**src/mpbk_pkg.sv**
```systemverilog
package mpbk_pkg;

   // Fixed field widths of the ports
   localparam int KIND_W     = 2;
   localparam int SYM_W      = 4;
   localparam int WORD_W     = 64;
   localparam int END_BIT_W  = 6;
   localparam int ERR_W      = 3;
   localparam int POS_W      = 32;
   localparam int CSR_IDX_W  = 3;
   localparam int CSR_DATA_W = 64;
   localparam int EOS_W      = 4;

   // Request kinds
   localparam logic [KIND_W-1:0] KIND_TEXT    = 2'd0;
   localparam logic [KIND_W-1:0] KIND_LOAD    = 2'd1;
   localparam logic [KIND_W-1:0] KIND_RESTART = 2'd2;

   // Control register indexes
   localparam logic [CSR_IDX_W-1:0] CSR_START_BITS = 3'd0;
   localparam logic [CSR_IDX_W-1:0] CSR_END_BITS   = 3'd1;
   localparam logic [CSR_IDX_W-1:0] CSR_MAX_ERRORS = 3'd2;
   localparam logic [CSR_IDX_W-1:0] CSR_INDELS_EN  = 3'd3;
   localparam logic [CSR_IDX_W-1:0] CSR_EOS_SYMBOL = 3'd4;

   // Controls for the shared level update unit
   typedef struct packed {
      logic first;   // level 0: plain shift-and
      logic eos;     // end-of-sequence symbol: no error transitions
      logic ind;     // insertions and deletions enabled
   } lvl_ctl_type;

   // Controls from the sequencer to the hit unit
   typedef struct packed {
      logic upd;     // a new level vector is on the bus
      logic first;   // it is level 0
      logic top;     // it is the top level: latch hits
   } hit_ctl_type;

endpackage

```
**src/mpbk_level_unit.sv**
```systemverilog
module mpbk_level_unit #(
   parameter int PATTERN_BITS = 64
) (
   input  mpbk_pkg::lvl_ctl_type    ctl,
   input  logic [PATTERN_BITS-1:0]  old_vec,
   input  logic [PATTERN_BITS-1:0]  prev_vec,
   input  logic [PATTERN_BITS-1:0]  d_in,
   input  logic [PATTERN_BITS-1:0]  match_mask,
   input  logic [PATTERN_BITS-1:0]  start_bits,
   output logic [PATTERN_BITS-1:0]  new_vec,
   output logic [PATTERN_BITS-1:0]  d_out
);
   import mpbk_pkg::*;

   logic [PATTERN_BITS-1:0] shifted;
   logic [PATTERN_BITS-1:0] lower_shifted;

   assign shifted       = (old_vec << 1) | start_bits;
   assign lower_shifted = (prev_vec << 1) | start_bits;

   // Shift-and, plus substitution and optional indel terms above level 0, except on the end-of-sequence symbol
   always_comb begin
      new_vec = shifted & match_mask;
      if (!ctl.first && !ctl.eos) begin
         new_vec = new_vec | d_in;
         if (ctl.ind) begin
            new_vec = new_vec | lower_shifted | prev_vec;
         end
      end
   end

   // Carry term for the next level
   assign d_out = ctl.ind ? (shifted | old_vec) : shifted;

endmodule

```
**src/mpbk_hit_unit.sv**
```systemverilog
module mpbk_hit_unit #(
   parameter int PATTERN_BITS = 64,
   parameter int LVL_AW       = 3
) (
   input  logic                                clock,
   input  logic                                reset,
   input  mpbk_pkg::hit_ctl_type               ctl,
   input  logic [LVL_AW-1:0]                   lvl_idx,
   input  logic [PATTERN_BITS-1:0]             lvl_vec,
   input  logic [PATTERN_BITS-1:0]             end_bits,
   output logic                                hits_empty,
   output logic                                rsp_valid,
   input  logic                                rsp_ready,
   output logic [mpbk_pkg::END_BIT_W-1:0]      rsp_end_bit,
   output logic [mpbk_pkg::ERR_W-1:0]          rsp_error_count,
   output logic                                rsp_last
);
   import mpbk_pkg::*;

   logic [PATTERN_BITS-1:0]             hits_ff;
   logic [PATTERN_BITS-1:0]             run_ff;
   logic [LVL_AW-1:0][PATTERN_BITS-1:0] kplane_ff;
   logic [PATTERN_BITS-1:0]             run_prev;
   logic [PATTERN_BITS-1:0]             run_start;
   logic [PATTERN_BITS-1:0]             lowest;
   logic [END_BIT_W-1:0]                bit_idx;
   logic [LVL_AW-1:0]                   err_lvl;
   logic                                beat;

   // A run of set levels starts where the bit is set and the level below was not
   assign run_prev  = ctl.first ? '0 : run_ff;
   assign run_start = lvl_vec & ~run_prev;

   // Lowest pending hit, as a one-hot word
   assign lowest = hits_ff & (~hits_ff + PATTERN_BITS'(1));

   always_comb begin
      bit_idx = '0;
      for (int b = 0; b < PATTERN_BITS; b++) begin
         if (lowest[b]) begin
            bit_idx = bit_idx | END_BIT_W'(b);
         end
      end
   end

   always_comb begin
      for (int j = 0; j < LVL_AW; j++) begin
         err_lvl[j] = |(kplane_ff[j] & lowest);
      end
   end

   assign hits_empty      = (hits_ff == '0);
   assign rsp_valid       = !hits_empty;
   assign rsp_end_bit     = bit_idx;
   assign rsp_error_count = ERR_W'(err_lvl);
   assign rsp_last        = ((hits_ff & (hits_ff - PATTERN_BITS'(1))) == '0);
   assign beat            = rsp_valid && rsp_ready;

   // Hit vector and level run tracking
   always_ff @(posedge clock) begin
      if (reset) begin
         hits_ff <= '0;
         run_ff  <= '0;
      end else begin
         if (ctl.upd) begin
            run_ff <= lvl_vec;
         end
         if (ctl.upd && ctl.top) begin
            hits_ff <= lvl_vec & end_bits;
         end else if (beat) begin
            hits_ff <= hits_ff & ~lowest;
         end
      end
   end

   // Least error level per bit, one bit plane per level index bit
   always_ff @(posedge clock) begin
      if (ctl.upd) begin
         for (int j = 0; j < LVL_AW; j++) begin
            kplane_ff[j] <= (kplane_ff[j] & ~run_start) | (lvl_idx[j] ? run_start : '0);
         end
      end
   end

endmodule

```
**src/multi_pattern_bitap_k_errors.sv**
```systemverilog
// Packed multi-pattern approximate matcher (shift-and with up to max_errors
// errors). Registers must be written through the csr_ port only while the
// block is idle; the block itself does not enforce this. A restart writes
// every level vector in turn. A text symbol updates levels 0 to K, where
// K = min(max_errors, MAX_LEVELS-1): one shared level update unit and a level
// memory with one write and one read port handle one level vector per cycle,
// then hits leave one beat per cycle while rsp_ready is high, in ascending
// end-bit order. rsp_last marks the final hit of a symbol; a symbol with no
// hit gives no beat. req_ready is low while an item is in progress.
module multi_pattern_bitap_k_errors #(
   parameter int PATTERN_BITS  = 64,
   parameter int ALPHABET_SIZE = 16,
   parameter int MAX_LEVELS    = 8
) (
   input  logic                                clock,
   input  logic                                reset,
   input  logic                                req_valid,
   output logic                                req_ready,
   input  logic [mpbk_pkg::KIND_W-1:0]         req_kind,
   input  logic [mpbk_pkg::SYM_W-1:0]          req_symbol,
   input  logic [mpbk_pkg::WORD_W-1:0]         req_mask_word,
   output logic                                rsp_valid,
   input  logic                                rsp_ready,
   output logic [mpbk_pkg::END_BIT_W-1:0]      rsp_end_bit,
   output logic [mpbk_pkg::ERR_W-1:0]          rsp_error_count,
   output logic [mpbk_pkg::POS_W-1:0]          rsp_text_position,
   output logic                                rsp_last,
   input  logic                                csr_we,
   input  logic [mpbk_pkg::CSR_IDX_W-1:0]      csr_index,
   input  logic [mpbk_pkg::CSR_DATA_W-1:0]     csr_wdata
);
   import mpbk_pkg::*;

   localparam int SymAw  = (ALPHABET_SIZE > 1) ? $clog2(ALPHABET_SIZE) : 1;
   localparam int LvlAw  = (MAX_LEVELS > 1) ? $clog2(MAX_LEVELS) : 1;
   localparam int TopLim = MAX_LEVELS - 1;

   typedef enum logic [1:0] {ST_IDLE, ST_RESTART, ST_TEXT, ST_EMIT} state_type;

   state_type               state_ff;
   logic [LvlAw-1:0]        lvl_ff;
   logic [POS_W-1:0]        pos_ff;
   logic                    eos_hit_ff;
   logic [PATTERN_BITS-1:0] prev_ff;
   logic [PATTERN_BITS-1:0] d_ff;
   logic [PATTERN_BITS-1:0] acc_ff;
   logic [PATTERN_BITS-1:0] v_ff;

   // Control registers
   logic [PATTERN_BITS-1:0] start_ff;
   logic [PATTERN_BITS-1:0] end_ff;
   logic [ERR_W-1:0]        max_err_ff;
   logic                    indel_ff;
   logic [EOS_W-1:0]        eos_ff;

   // Symbol mask memory
   logic [PATTERN_BITS-1:0] mask_mem [ALPHABET_SIZE];
   logic [ALPHABET_SIZE-1:0] mask_vld_ff;
   logic [PATTERN_BITS-1:0] mask_rd_ff;
   logic                    mask_rd_ok_ff;

   // Level vector memory
   logic [PATTERN_BITS-1:0] lvl_mem [MAX_LEVELS];
   logic [MAX_LEVELS-1:0]   lvl_vld_ff;
   logic [PATTERN_BITS-1:0] lvl_rd_ff;
   logic                    lvl_rd_vld_ff;

   logic                    accept;
   logic                    sym_ok;
   logic [SymAw-1:0]        sym_addr;
   logic                    mask_we;
   logic                    text_start;
   logic [LvlAw-1:0]        k_top;
   logic                    at_top;
   logic                    lvl_rd_en;
   logic [LvlAw-1:0]        lvl_rd_addr;
   logic                    lvl_we;
   logic [PATTERN_BITS-1:0] lvl_wdata;
   logic [PATTERN_BITS-1:0] old_vec;
   logic [PATTERN_BITS-1:0] match_mask;
   logic [PATTERN_BITS-1:0] new_vec;
   logic [PATTERN_BITS-1:0] d_next;
   lvl_ctl_type             lvl_ctl;
   hit_ctl_type             hit_ctl;
   logic                    hits_empty;

   assign req_ready  = (state_ff == ST_IDLE);
   assign accept     = req_valid && req_ready;
   assign sym_ok     = (int'(req_symbol) < ALPHABET_SIZE);
   assign sym_addr   = SymAw'(req_symbol);
   assign mask_we    = accept && (req_kind == KIND_LOAD) && sym_ok;
   assign text_start = accept && (req_kind == KIND_TEXT);

   // Top level in use, capped at the last level
   assign k_top  = (int'(max_err_ff) > TopLim) ? LvlAw'(TopLim) : LvlAw'(max_err_ff);
   assign at_top = (lvl_ff == k_top);

   assign old_vec    = lvl_rd_vld_ff ? lvl_rd_ff : '0;
   assign match_mask = mask_rd_ok_ff ? mask_rd_ff : '0;

   // Prefetch the next level while the current one is updated
   assign lvl_rd_en   = text_start || ((state_ff == ST_TEXT) && !at_top);
   assign lvl_rd_addr = (state_ff == ST_TEXT) ? (lvl_ff + LvlAw'(1)) : '0;
   assign lvl_we      = (state_ff == ST_TEXT) || (state_ff == ST_RESTART);
   assign lvl_wdata   = (state_ff == ST_TEXT) ? new_vec : acc_ff;

   assign lvl_ctl.first = (lvl_ff == '0);
   assign lvl_ctl.eos   = eos_hit_ff;
   assign lvl_ctl.ind   = indel_ff;

   assign hit_ctl.upd   = (state_ff == ST_TEXT);
   assign hit_ctl.first = (lvl_ff == '0);
   assign hit_ctl.top   = at_top;

   assign rsp_text_position = pos_ff;

   mpbk_level_unit #(
      .PATTERN_BITS (PATTERN_BITS)
   ) u_level (
      .ctl        (lvl_ctl),
      .old_vec    (old_vec),
      .prev_vec   (prev_ff),
      .d_in       (d_ff),
      .match_mask (match_mask),
      .start_bits (start_ff),
      .new_vec    (new_vec),
      .d_out      (d_next)
   );

   mpbk_hit_unit #(
      .PATTERN_BITS (PATTERN_BITS),
      .LVL_AW       (LvlAw)
   ) u_hits (
      .clock           (clock),
      .reset           (reset),
      .ctl             (hit_ctl),
      .lvl_idx         (lvl_ff),
      .lvl_vec         (new_vec),
      .end_bits        (end_ff),
      .hits_empty      (hits_empty),
      .rsp_valid       (rsp_valid),
      .rsp_ready       (rsp_ready),
      .rsp_end_bit     (rsp_end_bit),
      .rsp_error_count (rsp_error_count),
      .rsp_last        (rsp_last)
   );

   // Control register writes
   always_ff @(posedge clock) begin
      if (reset) begin
         start_ff   <= '0;
         end_ff     <= '0;
         max_err_ff <= '0;
         indel_ff   <= 1'b0;
         eos_ff     <= '0;
      end else if (csr_we) begin
         unique case (csr_index)
            CSR_START_BITS: start_ff   <= csr_wdata[PATTERN_BITS-1:0];
            CSR_END_BITS:   end_ff     <= csr_wdata[PATTERN_BITS-1:0];
            CSR_MAX_ERRORS: max_err_ff <= csr_wdata[ERR_W-1:0];
            CSR_INDELS_EN:  indel_ff   <= csr_wdata[0];
            CSR_EOS_SYMBOL: eos_ff     <= csr_wdata[EOS_W-1:0];
            default: ;
         endcase
      end
   end

   // Valid bits of both memories
   always_ff @(posedge clock) begin
      if (reset) begin
         mask_vld_ff   <= '0;
         mask_rd_ok_ff <= 1'b0;
         lvl_vld_ff    <= '0;
         lvl_rd_vld_ff <= 1'b0;
      end else begin
         if (mask_we) begin
            mask_vld_ff[sym_addr] <= 1'b1;
         end
         if (text_start) begin
            mask_rd_ok_ff <= sym_ok ? mask_vld_ff[sym_addr] : 1'b0;
         end
         if (lvl_we) begin
            lvl_vld_ff[lvl_ff] <= 1'b1;
         end
         if (lvl_rd_en) begin
            lvl_rd_vld_ff <= lvl_vld_ff[lvl_rd_addr];
         end
      end
   end

   // Symbol mask memory: one write, one registered read
   always_ff @(posedge clock) begin
      if (mask_we) begin
         mask_mem[sym_addr] <= req_mask_word[PATTERN_BITS-1:0];
      end
      if (text_start && sym_ok) begin
         mask_rd_ff <= mask_mem[sym_addr];
      end
   end

   // Level vector memory: one write, one registered read
   always_ff @(posedge clock) begin
      if (lvl_we) begin
         lvl_mem[lvl_ff] <= lvl_wdata;
      end
      if (lvl_rd_en) begin
         lvl_rd_ff <= lvl_mem[lvl_rd_addr];
      end
   end

   // Sequencer
   always_ff @(posedge clock) begin
      if (reset) begin
         state_ff   <= ST_IDLE;
         lvl_ff     <= '0;
         pos_ff     <= '0;
         eos_hit_ff <= 1'b0;
      end else begin
         unique case (state_ff)
            ST_IDLE: begin
               if (accept) begin
                  unique case (req_kind)
                     KIND_TEXT: begin
                        state_ff   <= ST_TEXT;
                        lvl_ff     <= '0;
                        eos_hit_ff <= (req_symbol == eos_ff);
                     end
                     KIND_RESTART: begin
                        state_ff <= ST_RESTART;
                        lvl_ff   <= '0;
                        acc_ff   <= '0;
                        v_ff     <= start_ff;
                     end
                     KIND_LOAD: ;
                     default: ;
                  endcase
               end
            end
            ST_RESTART: begin
               // Level l holds the first l positions of each pattern
               acc_ff <= acc_ff | v_ff;
               v_ff   <= (v_ff & ~end_ff) << 1;
               if (lvl_ff == LvlAw'(TopLim)) begin
                  state_ff <= ST_IDLE;
               end else begin
                  lvl_ff <= lvl_ff + LvlAw'(1);
               end
            end
            ST_TEXT: begin
               prev_ff <= new_vec;
               d_ff    <= d_next;
               if (at_top) begin
                  state_ff <= ST_EMIT;
               end else begin
                  lvl_ff <= lvl_ff + LvlAw'(1);
               end
            end
            ST_EMIT: begin
               if (hits_empty) begin
                  pos_ff   <= pos_ff + POS_W'(1);
                  state_ff <= ST_IDLE;
               end
            end
         endcase
      end
   end

endmodule

```
**config.mk**
```make
export PLATFORM = sky130hd
export DESIGN_NAME = multi_pattern_bitap_k_errors
export DESIGN_NICKNAME = d
export VERILOG_FILES = /design/src/mpbk_pkg.sv /design/src/mpbk_level_unit.sv /design/src/mpbk_hit_unit.sv /design/src/multi_pattern_bitap_k_errors.sv
export SDC_FILE = /design/constraint.sdc
export NUM_CORES = 2
export LEC_CHECK = 0
export BUFFER_PORTS_ARGS = -buffer_cell sky130_fd_sc_hd__buf_2
export CORE_UTILIZATION = 45
export CTS_BUF_LIST = sky130_fd_sc_hd__clkbuf_16
export CTS_CLUSTER_DIAMETER = 30
export DETAILED_ROUTE_END_ITERATION = 8
export PLACE_DENSITY = 0.6
export SLEW_MARGIN = 20
export SYNTH_ARGS = -nofsm -noshare
export SYNTH_HDL_FRONTEND = slang
export SYNTH_SLANG_ARGS = --single-unit
```
**constraint.sdc**
```tcl
create_clock -name clock -period 13.4 [get_ports clock]
set_input_delay 1.34 -clock clock [delete_from_list [all_inputs] [get_ports clock]]
set_output_delay 1.34 -clock clock [all_outputs]
set_load 0.02 [all_outputs]
```
==> results.toml <==
[grt]
grt_usage = 0.2571
antenna_found_initial = 30
grt_overflow = 0
grt_pass1_wl_um = 405800
grt_start_max_net_pins = 183
grt_pass1_vias = 57340

[setup_path]
crit_path_max_fanout = 18
cp.buffers_inverters = 1
worst_ep_required_time_ns = 12.06
reg2reg_depth = 8
setup.worst_path.start_class = "flop"
endpoint_kind = "primary output"
crit_top_cell = "or3_1"
critical_path_depth = 9
path_class = "flop to primary output"
cp_slowest_stage_delay_ns = 0.71
r2r_setup_slack_ns = 8.53
critPathArrivalTime_ns = 5.27
path_cells = "or4_4 > or3_1 > nor3_1 > and3_1 > a2111o_1 > a2111oi_0 > nand3_1 > or3_1 > buf_2"
path_delay_family = "simple AND/OR/NAND/NOR gates"
rr_startpoint = "lvl_ff[0]"
cp_slowest_cell = "a2111oi_0"

[sta]
final-max-slew-violation-count = 0
fin_crit_ns = 6.613
timing.final.ws_setup_ns = 6.787
tns_ns = 0
skew_ns = 0.06266
hold_violations = 0
timing.fmax_mhz = 151.2
worstMarginPinSlew_ns = 1.374
setup_viol = 0
finalCritPeriodShare = 0.4935
slew_headroom = 0.08376
rsz0062_at_grt = "false"
worst_hold_slack_ns = 0.4624

[logic_synthesis]
yosys_warnings = 0
synth-edff-count = 2112
yosys.area.top_type = "edfxtp_1"
async_reset_ff_frac = 0
ys_seq_area_frac = 0.7234
synth_top_area_share = 0.6555
yosys.area_share.simple = 0.06683
synth_cells = 5973
syn_avg_cell_area_um2 = 16.20
synthMuxAreaShare = 0.1145
synth-xor-area-share = 0.003168
ys_types = 82
synthesis.nets = 6123
synthTopCellsByArea = "edfxtp_1 (66%), mux4_2 (11%), dfxtp_1 (6.8%)"
synth_seq_cells = 2440
synth_compound_area_frac = 0.07009
syn_area_um2 = 96750
synthAdderAreaFrac = 0.001138
synth_top_family_by_area = "multiplexers"
ys.flop_type = "edfxtp_1"

[floorplanning]
die_area_um2 = 216900
ios = 186
core-area_um2 = 212900
row_count = 169
die_h_um = 465.7
initial_core_util = 0.4544
die_w_um = 465.7

[power_and_ir_drop]
power_mw = 24.13
ir_drop_mv = 0.1716
power_density_nw_per_um2 = 205.6
p_leak_nw = 39.38

[layout]
final_nets = 6536
drive_gt1_frac = 0.2440
fin_area_um2 = 117300
reg_top3 = "mask_mem (1024), lvl_mem (512)"
area_growth_pct = 21.27
top_register = "mask_mem"
largest_reg_flops = 1024
n_fill_cell = 16520
final_cell_mix = "edfxtp_1 (2,112), a21oi_1 (486), clkbuf_16 (480)"
final_common_cell = "edfxtp_1"

[cts]
h-tree-depth = 5
clock-sinks = 2440
cts_resized = 0
post-cts-setup-buffers = 0
postCtsHoldBufs = 0
clock-root-buffer = "clkbuf_16"
cts_buffer_depth = 4
cts_buffers = 473
clock_latency_ns = 0.99
tritoncts = "yes"
clkTransAtPathRegs_ns = 0.05

[job]
maxCapViolations = 0

[hold_path]
holdPathStages = 2
hold_path_class = "flop to flop"
min_to = "end_ff[4]"
min-delay-start = "end_ff[4]"

[routing]
via_per_inst = 6.015
wire_per_inst_um = 29.12
drc = 0
postRouteAntennaNets = 0
drt_iter0_drc = 6442
routed_wl_um = 279600
vias = 57760
drt_first_pass_iters = 7

[run_status]
status = "finished, final reports clean"

[placed_design]
portBuffers = 185
place_ws_ns = 7.918
hpwl_um = 167500
placed_area_um2 = 101100
place.gp.congestion = 0.9964
## synth_stat cells, types with 21 or more instances
cell type	n
a211oi_1	133
a21oi_1	487
a22oi_1	21
and3_1	42
buf_1	58
clkbuf_1	290
dfxtp_1	328
edfxtp_1	2112
inv_1	166
mux2_2	64
mux4_2	454
nand2_1	420
nand3_1	120
nand3b_1	67
nand4_1	38
nor2_1	339
nor3_1	49
nor4_1	38
o21a_1	65
o21ai_0	215
o22a_1	54
or3_1	81
xor2_1	23
## where the power goes
part	internal [mW]	leakage, nW	switching (mW)
Clock	7.93	8.03	3.92
Combinational	0.903	9.53	1.88
Sequential	9.24	21.8	0.253
Total	18.1	39.4	6.05
## cells by family after synthesis
family          count (synthesis)
compound gates               1110
xor+xnor                       35
fa+ha+maj                       9
buf+inv                       530
flops                        2440
mux                           531
simple gates                 1318
## through the flow
| stage | std cells | utilization |
|---|---|---|
| 2_1_floorplan | 5973 | - |
| 3_3_place_gp | 8732 | 0.4749 |
| 3_5_place_dp | 8732 | 0.4749 |
| 4_1_cts | 9601 | 0.5510 |
| 5_1_grt | 9601 | 0.5510 |
| 6_report | 9603 | 0.5510 |
## final cells by class
type	instances	area, µm²	area share
Multi-Input combinational cell	3003	25060	0.2136
Antenna cell	2	5.005	0.00004266
Tap cell	2821	3530	0.03008
Sequential cell	2440	70000	0.5966
Inverter	166	623.1	0.005311
Clock buffer	480	12010	0.1024
Clock inverter	389	4182	0.03564
Timing Repair Buffer	302	1918	0.01635
## per-layer routing
| metal | routed length (µm) | up-vias | global-route usage |
|---|---|---|---|
| met2 | 130000 | 2471 | 0.3971 |
| met5 | 223 | - | 0 |
| met1 | 121300 | 30180 | 0.3736 |
| li1 | - | 24610 | - |
| met3 | 21460 | 469 | 0.04879 |
| met4 | 6663 | 36 | 0.07161 |
## tightest hold or removal path, delay by kind of cell, from the launching register on
| family | cells | cell delay [ns] |
|---|---|---|
| and+or+nand+nor | 1 | 0.05 |
| DFF | 1 | 0.31 |
| AOI/OAI and AO/OA | 1 | 0.05 |
## worst max path at each step
| stage | from | slack, ns | to |
|---|---|---|---|
| floorplan | reset | 4.63 | acc_ff[0] |
| global placement | u_hits.hits_ff[9] | 7.88 | rsp_error_count[0] |
| detailed placement | u_hits.hits_ff[9] | 7.92 | rsp_error_count[0] |
| CTS | u_hits.hits_ff[9] | 6.89 | rsp_error_count[0] |
| global route | u_hits.hits_ff[9] | 6.63 | rsp_error_count[0] |
| finish | u_hits.hits_ff[9] | 6.79 | rsp_error_count[0] |
Power figures use the tool's default switching activity.
